===== src/i2c_ebm_pkg.sv =====
// Shared types and constants for the I2C memory byte master.
// No dependencies; imported by the front, queue, back and top modules.
`default_nettype none

package i2c_ebm_pkg;

    localparam int unsigned ADDR_W      = 8;
    localparam int unsigned DATA_W      = 8;
    localparam int unsigned DEV_W       = 7;
    localparam int unsigned QUEUE_DEPTH = 4;
    localparam int unsigned QUEUE_AW    = 2;
    localparam int unsigned QUEUE_CW    = 3;

    localparam logic [1:0] FUNC_TICK  = 2'd0;
    localparam logic [1:0] FUNC_WRITE = 2'd1;
    localparam logic [1:0] FUNC_READ  = 2'd2;

    localparam logic [1:0] OP_TICK  = 2'd0;
    localparam logic [1:0] OP_WRITE = 2'd1;
    localparam logic [1:0] OP_READ  = 2'd2;
    localparam logic [1:0] OP_NONE  = 2'd3;

    typedef struct packed {
        logic [1:0]        op;
        logic [ADDR_W-1:0] mem_addr;
        logic [DATA_W-1:0] write_data;
        logic              sda_in;
    } t_cmd;

    typedef struct packed {
        logic              scl_level;
        logic              sda_level;
        logic              busy_res;
        logic              done_res;
        logic [DATA_W-1:0] rd_byte;
        logic              rejected;
    } t_res;

endpackage

`default_nettype wire


===== src/i2c_ebm_front.sv =====
// Front end: decodes the function code of an incoming transaction into a queue command.
// Depends on i2c_ebm_pkg.
`default_nettype none

module i2c_ebm_front (
    input  wire logic [1:0]                    i_func,
    input  wire logic [i2c_ebm_pkg::ADDR_W-1:0] i_mem_addr,
    input  wire logic [i2c_ebm_pkg::DATA_W-1:0] i_write_data,
    input  wire logic                          i_sda_in,
    output i2c_ebm_pkg::t_cmd                  o_cmd
);
    import i2c_ebm_pkg::*;

    always_comb begin
        o_cmd.mem_addr   = i_mem_addr;
        o_cmd.write_data = i_write_data;
        o_cmd.sda_in     = i_sda_in;
        unique case (i_func)
            FUNC_TICK:  o_cmd.op = OP_TICK;
            FUNC_WRITE: o_cmd.op = OP_WRITE;
            FUNC_READ:  o_cmd.op = OP_READ;
            default:    o_cmd.op = OP_NONE;
        endcase
    end

endmodule

`default_nettype wire


===== src/i2c_ebm_queue.sv =====
// Short command queue between front and back, flip-flop storage.
// Depends on i2c_ebm_pkg.
`default_nettype none

module i2c_ebm_queue (
    input  wire logic               i_clk,
    input  wire logic               i_rst_n,
    input  wire logic               i_push,
    input  wire i2c_ebm_pkg::t_cmd  i_cmd,
    output logic                    o_not_full,
    input  wire logic               i_pop,
    output logic                    o_not_empty,
    output i2c_ebm_pkg::t_cmd       o_cmd
);
    import i2c_ebm_pkg::*;

    t_cmd                r_mem [QUEUE_DEPTH];
    logic [QUEUE_AW-1:0] r_wr_ptr, n_wr_ptr;
    logic [QUEUE_AW-1:0] r_rd_ptr, n_rd_ptr;
    logic [QUEUE_CW-1:0] r_count, n_count;
    logic                w_push, w_pop;

    assign o_not_full  = (r_count != QUEUE_CW'(QUEUE_DEPTH));
    assign o_not_empty = (r_count != '0);
    assign o_cmd       = r_mem[r_rd_ptr];
    assign w_push      = i_push && o_not_full;
    assign w_pop       = i_pop && o_not_empty;

    always_comb begin
        n_wr_ptr = w_push ? r_wr_ptr + 1'b1 : r_wr_ptr;
        n_rd_ptr = w_pop  ? r_rd_ptr + 1'b1 : r_rd_ptr;
        n_count  = r_count;
        if (w_push && !w_pop) begin
            n_count = r_count + 1'b1;
        end else if (w_pop && !w_push) begin
            n_count = r_count - 1'b1;
        end
    end

    always_ff @(posedge i_clk) begin
        if (!i_rst_n) begin
            r_wr_ptr <= '0;
            r_rd_ptr <= '0;
            r_count  <= '0;
        end else begin
            r_wr_ptr <= n_wr_ptr;
            r_rd_ptr <= n_rd_ptr;
            r_count  <= n_count;
        end
    end

    always_ff @(posedge i_clk) begin
        if (w_push) begin
            r_mem[r_wr_ptr] <= i_cmd;
        end
    end

endmodule

`default_nettype wire


===== src/i2c_ebm_back.sv =====
// Back end: bus sequencer, one quarter-bit slot per tick command, with result register.
// Depends on i2c_ebm_pkg.
`default_nettype none

module i2c_ebm_back (
    input  wire logic                          i_clk,
    input  wire logic                          i_rst_n,
    input  wire logic [i2c_ebm_pkg::DEV_W-1:0]  i_dev_addr,
    input  wire logic                          i_cmd_valid,
    input  wire i2c_ebm_pkg::t_cmd             i_cmd,
    output logic                               o_cmd_pop,
    output logic                               o_res_valid,
    input  wire logic                          i_res_ready,
    output i2c_ebm_pkg::t_res                  o_res
);
    import i2c_ebm_pkg::*;

    localparam logic [3:0] PH_IDLE   = 4'd0;
    localparam logic [3:0] PH_START  = 4'd1;
    localparam logic [3:0] PH_DEVW   = 4'd2;
    localparam logic [3:0] PH_ADDR   = 4'd3;
    localparam logic [3:0] PH_DATA   = 4'd4;
    localparam logic [3:0] PH_RSTART = 4'd5;
    localparam logic [3:0] PH_DEVR   = 4'd6;
    localparam logic [3:0] PH_RDBYTE = 4'd7;
    localparam logic [3:0] PH_NACK   = 4'd8;
    localparam logic [3:0] PH_STOP   = 4'd9;

    localparam logic [1:0] SLOT_0 = 2'd0;
    localparam logic [1:0] SLOT_1 = 2'd1;
    localparam logic [1:0] SLOT_2 = 2'd2;

    localparam logic [3:0] BITS_PER_BYTE = 4'd8;
    localparam logic       RW_WRITE      = 1'b0;
    localparam logic       RW_READ       = 1'b1;

    logic [3:0]        r_phase, n_phase;
    logic [1:0]        r_slot, n_slot;
    logic [3:0]        r_bit_count, n_bit_count;
    logic [DATA_W-1:0] r_tx_shift, n_tx_shift;
    logic [DATA_W-1:0] r_rx_shift, n_rx_shift;
    logic              r_is_read, n_is_read;
    logic [ADDR_W-1:0] r_held_addr, n_held_addr;
    logic [DATA_W-1:0] r_held_data, n_held_data;
    logic              r_scl, n_scl;
    logic              r_sda, n_sda;
    logic [DATA_W-1:0] r_last_read, n_last_read;
    logic              r_res_valid;
    t_res              r_res, n_res;
    logic              w_done, w_rej;

    assign o_cmd_pop   = i_cmd_valid && (!r_res_valid || i_res_ready);
    assign o_res_valid = r_res_valid;
    assign o_res       = r_res;

    always_comb begin
        n_phase     = r_phase;
        n_slot      = r_slot;
        n_bit_count = r_bit_count;
        n_tx_shift  = r_tx_shift;
        n_rx_shift  = r_rx_shift;
        n_is_read   = r_is_read;
        n_held_addr = r_held_addr;
        n_held_data = r_held_data;
        n_scl       = r_scl;
        n_sda       = r_sda;
        n_last_read = r_last_read;
        w_done      = 1'b0;
        w_rej       = 1'b0;

        if (o_cmd_pop) begin
            unique case (i_cmd.op) inside
                OP_WRITE, OP_READ: begin
                    if (r_phase != PH_IDLE) begin
                        w_rej = 1'b1;
                    end else begin
                        n_held_addr = i_cmd.mem_addr;
                        n_held_data = i_cmd.write_data;
                        n_is_read   = (i_cmd.op == OP_READ);
                        n_phase     = PH_START;
                        n_slot      = SLOT_0;
                        n_bit_count = '0;
                        n_tx_shift  = '0;
                    end
                end
                OP_TICK: begin
                    n_slot = r_slot + 2'd1;
                    unique case (r_phase) inside
                        PH_START, PH_RSTART: begin
                            unique case (r_slot)
                                SLOT_0:  n_sda = 1'b1;
                                SLOT_1:  n_scl = 1'b1;
                                SLOT_2:  n_sda = 1'b0;
                                default: begin
                                    n_scl       = 1'b0;
                                    n_slot      = SLOT_0;
                                    n_bit_count = '0;
                                    if (r_phase == PH_START) begin
                                        n_phase    = PH_DEVW;
                                        n_tx_shift = {i_dev_addr, RW_WRITE};
                                    end else begin
                                        n_phase    = PH_DEVR;
                                        n_tx_shift = {i_dev_addr, RW_READ};
                                    end
                                end
                            endcase
                        end
                        PH_DEVW, PH_ADDR, PH_DATA, PH_DEVR: begin
                            if (r_bit_count < BITS_PER_BYTE) begin
                                unique case (r_slot)
                                    SLOT_0:  n_scl = 1'b0;
                                    SLOT_1:  n_sda = r_tx_shift[DATA_W-1];
                                    SLOT_2:  n_scl = 1'b1;
                                    default: begin
                                        n_tx_shift  = {r_tx_shift[DATA_W-2:0], 1'b0};
                                        n_bit_count = r_bit_count + 4'd1;
                                        n_slot      = SLOT_0;
                                    end
                                endcase
                            end else begin
                                unique case (r_slot)
                                    SLOT_0:  n_scl = 1'b0;
                                    SLOT_1:  n_sda = 1'b1;
                                    SLOT_2:  n_scl = 1'b1;
                                    default: begin
                                        n_scl       = 1'b0;
                                        n_slot      = SLOT_0;
                                        n_bit_count = '0;
                                        n_tx_shift  = '0;
                                        unique case (r_phase)
                                            PH_DEVW: begin
                                                n_phase    = PH_ADDR;
                                                n_tx_shift = r_held_addr;
                                            end
                                            PH_ADDR: begin
                                                if (r_is_read) begin
                                                    n_phase = PH_RSTART;
                                                end else begin
                                                    n_phase    = PH_DATA;
                                                    n_tx_shift = r_held_data;
                                                end
                                            end
                                            PH_DATA: n_phase = PH_STOP;
                                            default: n_phase = PH_RDBYTE;
                                        endcase
                                    end
                                endcase
                            end
                        end
                        PH_RDBYTE: begin
                            unique case (r_slot)
                                SLOT_0: begin
                                    n_scl = 1'b0;
                                    n_sda = 1'b1;
                                    if (r_bit_count == '0) begin
                                        n_rx_shift = '0;
                                    end
                                end
                                SLOT_1:  ;
                                SLOT_2:  n_scl = 1'b1;
                                default: begin
                                    n_rx_shift  = {r_rx_shift[DATA_W-2:0], i_cmd.sda_in};
                                    n_bit_count = r_bit_count + 4'd1;
                                    n_slot      = SLOT_0;
                                    if ((r_bit_count + 4'd1) >= BITS_PER_BYTE) begin
                                        n_phase     = PH_NACK;
                                        n_bit_count = '0;
                                        n_tx_shift  = '0;
                                    end
                                end
                            endcase
                        end
                        PH_NACK: begin
                            unique case (r_slot)
                                SLOT_0: begin
                                    n_scl = 1'b0;
                                    n_sda = 1'b1;
                                end
                                SLOT_1:  ;
                                SLOT_2:  n_scl = 1'b1;
                                default: begin
                                    n_scl       = 1'b0;
                                    n_phase     = PH_STOP;
                                    n_slot      = SLOT_0;
                                    n_bit_count = '0;
                                    n_tx_shift  = '0;
                                end
                            endcase
                        end
                        PH_STOP: begin
                            unique case (r_slot)
                                SLOT_0:  n_scl = 1'b0;
                                SLOT_1:  n_sda = 1'b0;
                                SLOT_2:  n_scl = 1'b1;
                                default: begin
                                    n_sda = 1'b1;
                                    if (r_is_read) begin
                                        n_last_read = r_rx_shift;
                                    end
                                    n_phase     = PH_IDLE;
                                    n_slot      = SLOT_0;
                                    n_bit_count = '0;
                                    n_tx_shift  = '0;
                                    w_done      = 1'b1;
                                end
                            endcase
                        end
                        default: n_slot = r_slot;
                    endcase
                end
                default: ;
            endcase
        end

        n_res.scl_level = n_scl;
        n_res.sda_level = n_sda;
        n_res.busy_res  = (n_phase != PH_IDLE);
        n_res.done_res  = w_done;
        n_res.rd_byte   = n_last_read;
        n_res.rejected  = w_rej;
    end

    always_ff @(posedge i_clk) begin
        if (!i_rst_n) begin
            r_phase     <= PH_IDLE;
            r_slot      <= '0;
            r_bit_count <= '0;
            r_tx_shift  <= '0;
            r_rx_shift  <= '0;
            r_is_read   <= 1'b0;
            r_held_addr <= '0;
            r_held_data <= '0;
            r_scl       <= 1'b1;
            r_sda       <= 1'b1;
            r_last_read <= '0;
            r_res_valid <= 1'b0;
        end else begin
            r_phase     <= n_phase;
            r_slot      <= n_slot;
            r_bit_count <= n_bit_count;
            r_tx_shift  <= n_tx_shift;
            r_rx_shift  <= n_rx_shift;
            r_is_read   <= n_is_read;
            r_held_addr <= n_held_addr;
            r_held_data <= n_held_data;
            r_scl       <= n_scl;
            r_sda       <= n_sda;
            r_last_read <= n_last_read;
            if (o_cmd_pop) begin
                r_res_valid <= 1'b1;
            end else if (i_res_ready) begin
                r_res_valid <= 1'b0;
            end
        end
    end

    always_ff @(posedge i_clk) begin
        if (o_cmd_pop) begin
            r_res <= n_res;
        end
    end

endmodule

`default_nettype wire


===== src/i2c_eeprom_byte_master.sv =====
// I2C master for single-byte memory write and random read: top level.
// Depends on i2c_ebm_pkg, i2c_ebm_front, i2c_ebm_queue, i2c_ebm_back.
//
// Usage:
//   Input channel (i_valid / o_ready) carries one transaction per step: a tick,
//   a write request or a read request, with mem_addr, write_data and sda_in.
//   Each tick moves the bus sequence by one quarter-bit slot. Requests made
//   while a transfer runs are dropped and flagged with o_rejected.
//   Output channel (o_valid / i_ready) returns exactly one result per input
//   transaction: SCL and SDA levels, busy, done, last read byte, rejected.
//   Config channel (i_cfg_valid / o_cfg_ready) writes the 7-bit device
//   address; it is always ready and must only be used while idle.
//   The accepted input is written into the queue; the back end then moves it into
//   the result register once any earlier result has been taken.
//   Throughput: one transaction per cycle while results are taken without stalls.
//   A 4-entry command queue absorbs output stalls; o_ready drops when it
//   fills, and results are held until taken.
//   Reset: SCL and SDA released, sequencer idle, device address 0x50, read
//   byte 0, queue and result register empty.
`default_nettype none

module i2c_eeprom_byte_master (
    input  wire logic                          i_clk,
    input  wire logic                          i_rst_n,
    input  wire logic                          i_valid,
    output logic                               o_ready,
    input  wire logic [1:0]                    i_func,
    input  wire logic [i2c_ebm_pkg::ADDR_W-1:0] i_mem_addr,
    input  wire logic [i2c_ebm_pkg::DATA_W-1:0] i_write_data,
    input  wire logic                          i_sda_in,
    output logic                               o_valid,
    input  wire logic                          i_ready,
    output logic                               o_scl_level,
    output logic                               o_sda_level,
    output logic                               o_busy_res,
    output logic                               o_done_res,
    output logic [i2c_ebm_pkg::DATA_W-1:0]      o_rd_byte,
    output logic                               o_rejected,
    input  wire logic                          i_cfg_valid,
    output logic                               o_cfg_ready,
    input  wire logic [i2c_ebm_pkg::DEV_W-1:0]  i_cfg_data
);
    import i2c_ebm_pkg::*;

    localparam logic [DEV_W-1:0] DEV_ADDR_RESET = 7'h50;

    logic             w_cfg_wr;
    logic [DEV_W-1:0] r_dev;
    t_cmd             w_front_cmd, w_queue_cmd;
    logic             w_not_full, w_not_empty, w_pop;
    t_res             w_res;

    assign o_cfg_ready = 1'b1;
    assign w_cfg_wr    = i_cfg_valid && o_cfg_ready;

    always_ff @(posedge i_clk) begin
        if (!i_rst_n) begin
            r_dev <= DEV_ADDR_RESET;
        end else if (w_cfg_wr) begin
            r_dev <= i_cfg_data;
        end
    end

    i2c_ebm_front u_front (
        .i_func       (i_func),
        .i_mem_addr   (i_mem_addr),
        .i_write_data (i_write_data),
        .i_sda_in     (i_sda_in),
        .o_cmd        (w_front_cmd)
    );

    assign o_ready = w_not_full;

    i2c_ebm_queue u_queue (
        .i_clk       (i_clk),
        .i_rst_n     (i_rst_n),
        .i_push      (i_valid),
        .i_cmd       (w_front_cmd),
        .o_not_full  (w_not_full),
        .i_pop       (w_pop),
        .o_not_empty (w_not_empty),
        .o_cmd       (w_queue_cmd)
    );

    i2c_ebm_back u_back (
        .i_clk       (i_clk),
        .i_rst_n     (i_rst_n),
        .i_dev_addr  (r_dev),
        .i_cmd_valid (w_not_empty),
        .i_cmd       (w_queue_cmd),
        .o_cmd_pop   (w_pop),
        .o_res_valid (o_valid),
        .i_res_ready (i_ready),
        .o_res       (w_res)
    );

    assign o_scl_level = w_res.scl_level;
    assign o_sda_level = w_res.sda_level;
    assign o_busy_res  = w_res.busy_res;
    assign o_done_res  = w_res.done_res;
    assign o_rd_byte   = w_res.rd_byte;
    assign o_rejected  = w_res.rejected;

endmodule

`default_nettype wire


===== config.mk =====
export PLATFORM = sky130hd
export DESIGN_NAME = i2c_eeprom_byte_master
export DESIGN_NICKNAME = d
export VERILOG_FILES = /design/src/i2c_ebm_pkg.sv /design/src/i2c_ebm_front.sv /design/src/i2c_ebm_queue.sv /design/src/i2c_ebm_back.sv /design/src/i2c_eeprom_byte_master.sv
export SDC_FILE = /design/constraint.sdc
export NUM_CORES = 1
export LEC_CHECK = 0
export BUFFER_PORTS_ARGS = -buffer_cell sky130_fd_sc_hd__buf_2
export CORE_UTILIZATION = 50
export DETAILED_ROUTE_END_ITERATION = 8
export GPL_ROUTABILITY_DRIVEN = 0
export PLACE_DENSITY = 0.72
export SLEW_MARGIN = 20
export SYNTH_ARGS = -nofsm -noshare
export SYNTH_HDL_FRONTEND = slang
export SYNTH_HIERARCHICAL = 1
export SYNTH_SLANG_ARGS = --single-unit

===== constraint.sdc =====
create_clock -name i_clk -period 2.9 [get_ports i_clk]
set_clock_uncertainty 0.1 [all_clocks]
set_input_delay 0.58 -clock i_clk [delete_from_list [all_inputs] [get_ports i_clk]]
set_output_delay 0.58 -clock i_clk [all_outputs]
set_load 0.01 [all_outputs]

==> results.md <==
* Critical path launch point type: flip-flop
* Vias in the first global route at 4252
* # Post-CTS Setup Buffers at 0
* Hold Crit Depth at 1
* Top_reg_cell synth: edfxtp_1
* Maximum clock rate at ~370 MHz
* Die height at 121 µm
* Non-Filler Instances at 806
* Sink Count at 159
* Root buffer cell: clkbuf_16
* Post-synth EDFFs at 89
* FF-to-FF path depth at 7
* Net Count, Synth at 623
* Residual DRC at 0
* Tmin final at 2.73 ns
* Post_cts resized at 0
* Biggest area consumer among synthesized cells: edfxtp_1
* Flop2flop setup slack at 0.17 ns
* Post-CTS Hold Fix Bufs at 0
* Drt wl/cell at ~16 µm
* Pre-CTS setup slack at 0.122 ns
* Synth warn at 6
* Ys async rst share at 0%
* Core Footprint at 0.0139 mm²
* Initial DRC count at about 370
* First-pass GRT wire length at 21.5 mm
* Total Power at just under 7 mW
* Top Ports at 47
* Post-DP HPWL at 8.90 mm
* H-tree depth at 4
* Nets at about 660
* VDD IR max at 0.680 mV
* CP endpoint kind: flip-flop
* Area share of the largest cell type after synthesis at 37.4%
* Relative slew slack at 40.5%
* Seq cells post-synth at 159
* Clk buf depth at 2
* Synth-to-layout area growth at 12.5%
* Crit path required time at about 3.1 ns
* Syn avg cell area at 12.4 µm²
* Largest net degree at the start of global routing at 39
* Synth Cell Area at 0.00714 mm²
* Post-synthesis sequential area ratio at 57.1%
* Pwr/cell area at 867 mW/mm²
* Status: finished clean
* Final Slew Violations at 0
* Part of the cycle the worst path needs at 94.2%
* Std-Cell Rows at 43
* Vias/cell at 5.73
* Design Area, Final at 0.00803 mm²
* Cts bufs inserted at 17
* Final ANT Viol Nets at 0
* Hold Crit Class: input pin to flip-flop
* Starting density of the core at 51.4%
* Die Footprint at 0.0148 mm²
* Area contributors post-synth: edfxtp_1 (37%), dfxtp_1 (20%), mux2i_1 (4.1%), mux4_1 (3.3%), mux4_2 (3.2%)
* Crit Path Max Fanout at 4
* CTS tree: done
* Fillers at 1110
* Final setup vio count at 0
* Clock transition at the registers of the reported paths at 0.06 ns
* DR vias at about 4600
* Placed insts at ~770
* Synth Instances at 577
* Layout cells sized above 1 at 19.6%
* Crit path DAT at ~3 ns
* Final setup TNS at 0 ns
* Die Span X at ~120 µm
* Initial antenna violation count at 1
* Port Buffers at 45
* Min-delay src: i_write_data[1]
* WL final at 13.3 mm
* WHS at 0.274 ns
* Placed inst area at 0.00745 mm²
* Final setup margin at 0.169 ns
* Worst-Skew Late Latency at roughly 0.42 ns
* Synth cell types at 66
* All-Layer GR Usage at between 10% and 20%
* Final core occ at 57.8%
* R2R Path End: u_back/r_bit_count[2]
* Worst-Margin Slew at 0.885 ns
* Worst Hold Path EP: u_queue/r_mem[0][2]
* GR Overflow Total at 0
* Unrepaired setup endpoints after global routing: no
* Final hold viol count at 0
* Diodes inserted at 0
* Drt pass-1 iters at 5
* CP Class: flip-flop to flip-flop
* Max-cap violation count at 0
* Pleak at 2.99 nW
[critical path, cell delays in order, from the launching register on]
cell and delay (ns):
dfxtp_1 0.38, mux4_1 0.64, inv_1 0.09, ha_1 0.26, and2_4 0.17, or3_4 0.34
or4_1 0.52, a31oi_1 0.15
[sequential cells by signal, indices dropped and copies added, names as in the netlist, 3 cells and up, named ones only]
register	count
u_back/r_held_addr	8
u_queue/r_count	3
u_back/r_held_data	8
u_back/r_bit_count	4
u_back/r_tx_shift	8
u_back/o_res	13
u_back/r_phase	4
u_queue/r_mem	76
r_dev	7
u_back/r_rx_shift	8
u_back/r_last_read	8
[worst max-delay path by stage]
stage / startpoint / cells past startpoint / to / slack [ns]
detailed placement: flip-flop / 7 / u_back/r_last_read[4] / 0.12
global route: flip-flop / 9 / u_back/r_tx_shift[7] / 0.008
finish: flip-flop / 7 / u_back/r_bit_count[2] / 0.17
CTS: flip-flop / 7 / u_back/r_last_read[4] / 0.11
global placement: flip-flop / 6 / u_back/o_res[8] / 0.22
floorplan: flip-flop / 8 / u_back/o_res[1] / 0.09
[synth_stat cells, types with 8 or more instances]
cell,n
edfxtp_1,89
mux4_1,9
nand2_1,23
o21ai_0,15
a22oi_1,9
clkbuf_1,16
and2_1,18
o31ai_1,10
a21oi_1,19
mux2_2,8
a221oi_1,10
dfxtp_1,70
nand3_1,14
inv_1,16
nor3b_1,9
nor3_1,8
buf_2,9
ha_1,14
mux4_2,10
nor2b_1,13
nor2_1,58
mux2i_1,29
buf_4,18
[logic make-up after synthesis]
logic type | synth area share [%]
AO/OA/AOI/OAI | 10.5
multiplexers | 11.8
flip-flops | 57.1
XOR/XNOR | 0.491
buffers and inverters | 5.01
adder cells (fa/ha/maj) | 2.73
AND/OR/NAND/NOR | 12.3
other | 0.0525
[cell type report]
class	count	area (µm²)	share of cell area [%]
repair buffers	66	383	4.77
clock buffers	21	440	5.49
flip-flops and latches	159	4070	50.8
clock inverters	11	131	1.64
inverters	17	63.8	0.795
well taps	180	225	2.81
multi-input cells	352	2710	33.7
[power breakdown]
group / total, mW / internal [mW] / switching, mW
Combinational: 1.88 / 0.818 / 1.06
Sequential: 2.94 / 2.77 / 0.168
Clock: 2.14 / 1.28 / 0.866
[metal layers]
| metal | vias up | track usage [%] | part of all wire, % |
|---|---|---|---|
| li1 | 2215 | - | - |
| met1 | 2237 | 23.8 | 43 |
| met2 | 148 | 31.7 | 50 |
| met3 | 20 | 5.36 | 5.6 |
| met4 | 0 | 7.56 | 1.7 |
| met5 | - | 0 | 0 |
[cells in the final DEF, fill, tap and decap left out, types with 3 or more instances in the layout]
cell / synthesis / layout
a221oi_1: 10 / 10
ha_1: 14 / 14
a21oi_1: 19 / 19
or3_1: 5 / 5
edfxtp_1: 89 / 89
nand3_1: 14 / 14
buf_4: 18 / 21
mux4_1: 9 / 9
mux2_2: 8 / 8
a211oi_1: 4 / 4
a22oi_1: 9 / 9
a31oi_1: 6 / 6
clkbuf_1: 16 / 4
a21o_1: 3 / 3
nor3_1: 8 / 8
mux2i_1: 29 / 29
o211ai_1: 6 / 6
o21a_1: 4 / 4
clkbuf_16: 0 / 17
nand2_1: 23 / 23
inv_6: 0 / 3
inv_1: 16 / 16
and2_1: 18 / 18
xnor2_1: 3 / 3
nand2b_1: 4 / 4
o21ai_0: 15 / 15
nor2b_1: 13 / 13
buf_2: 9 / 45
nor3b_1: 9 / 9
dfxtp_1: 70 / 70
mux4_2: 10 / 10
o31ai_1: 10 / 10
nor2_1: 58 / 58
No activity file was read; power rests on OpenSTA's default activity.
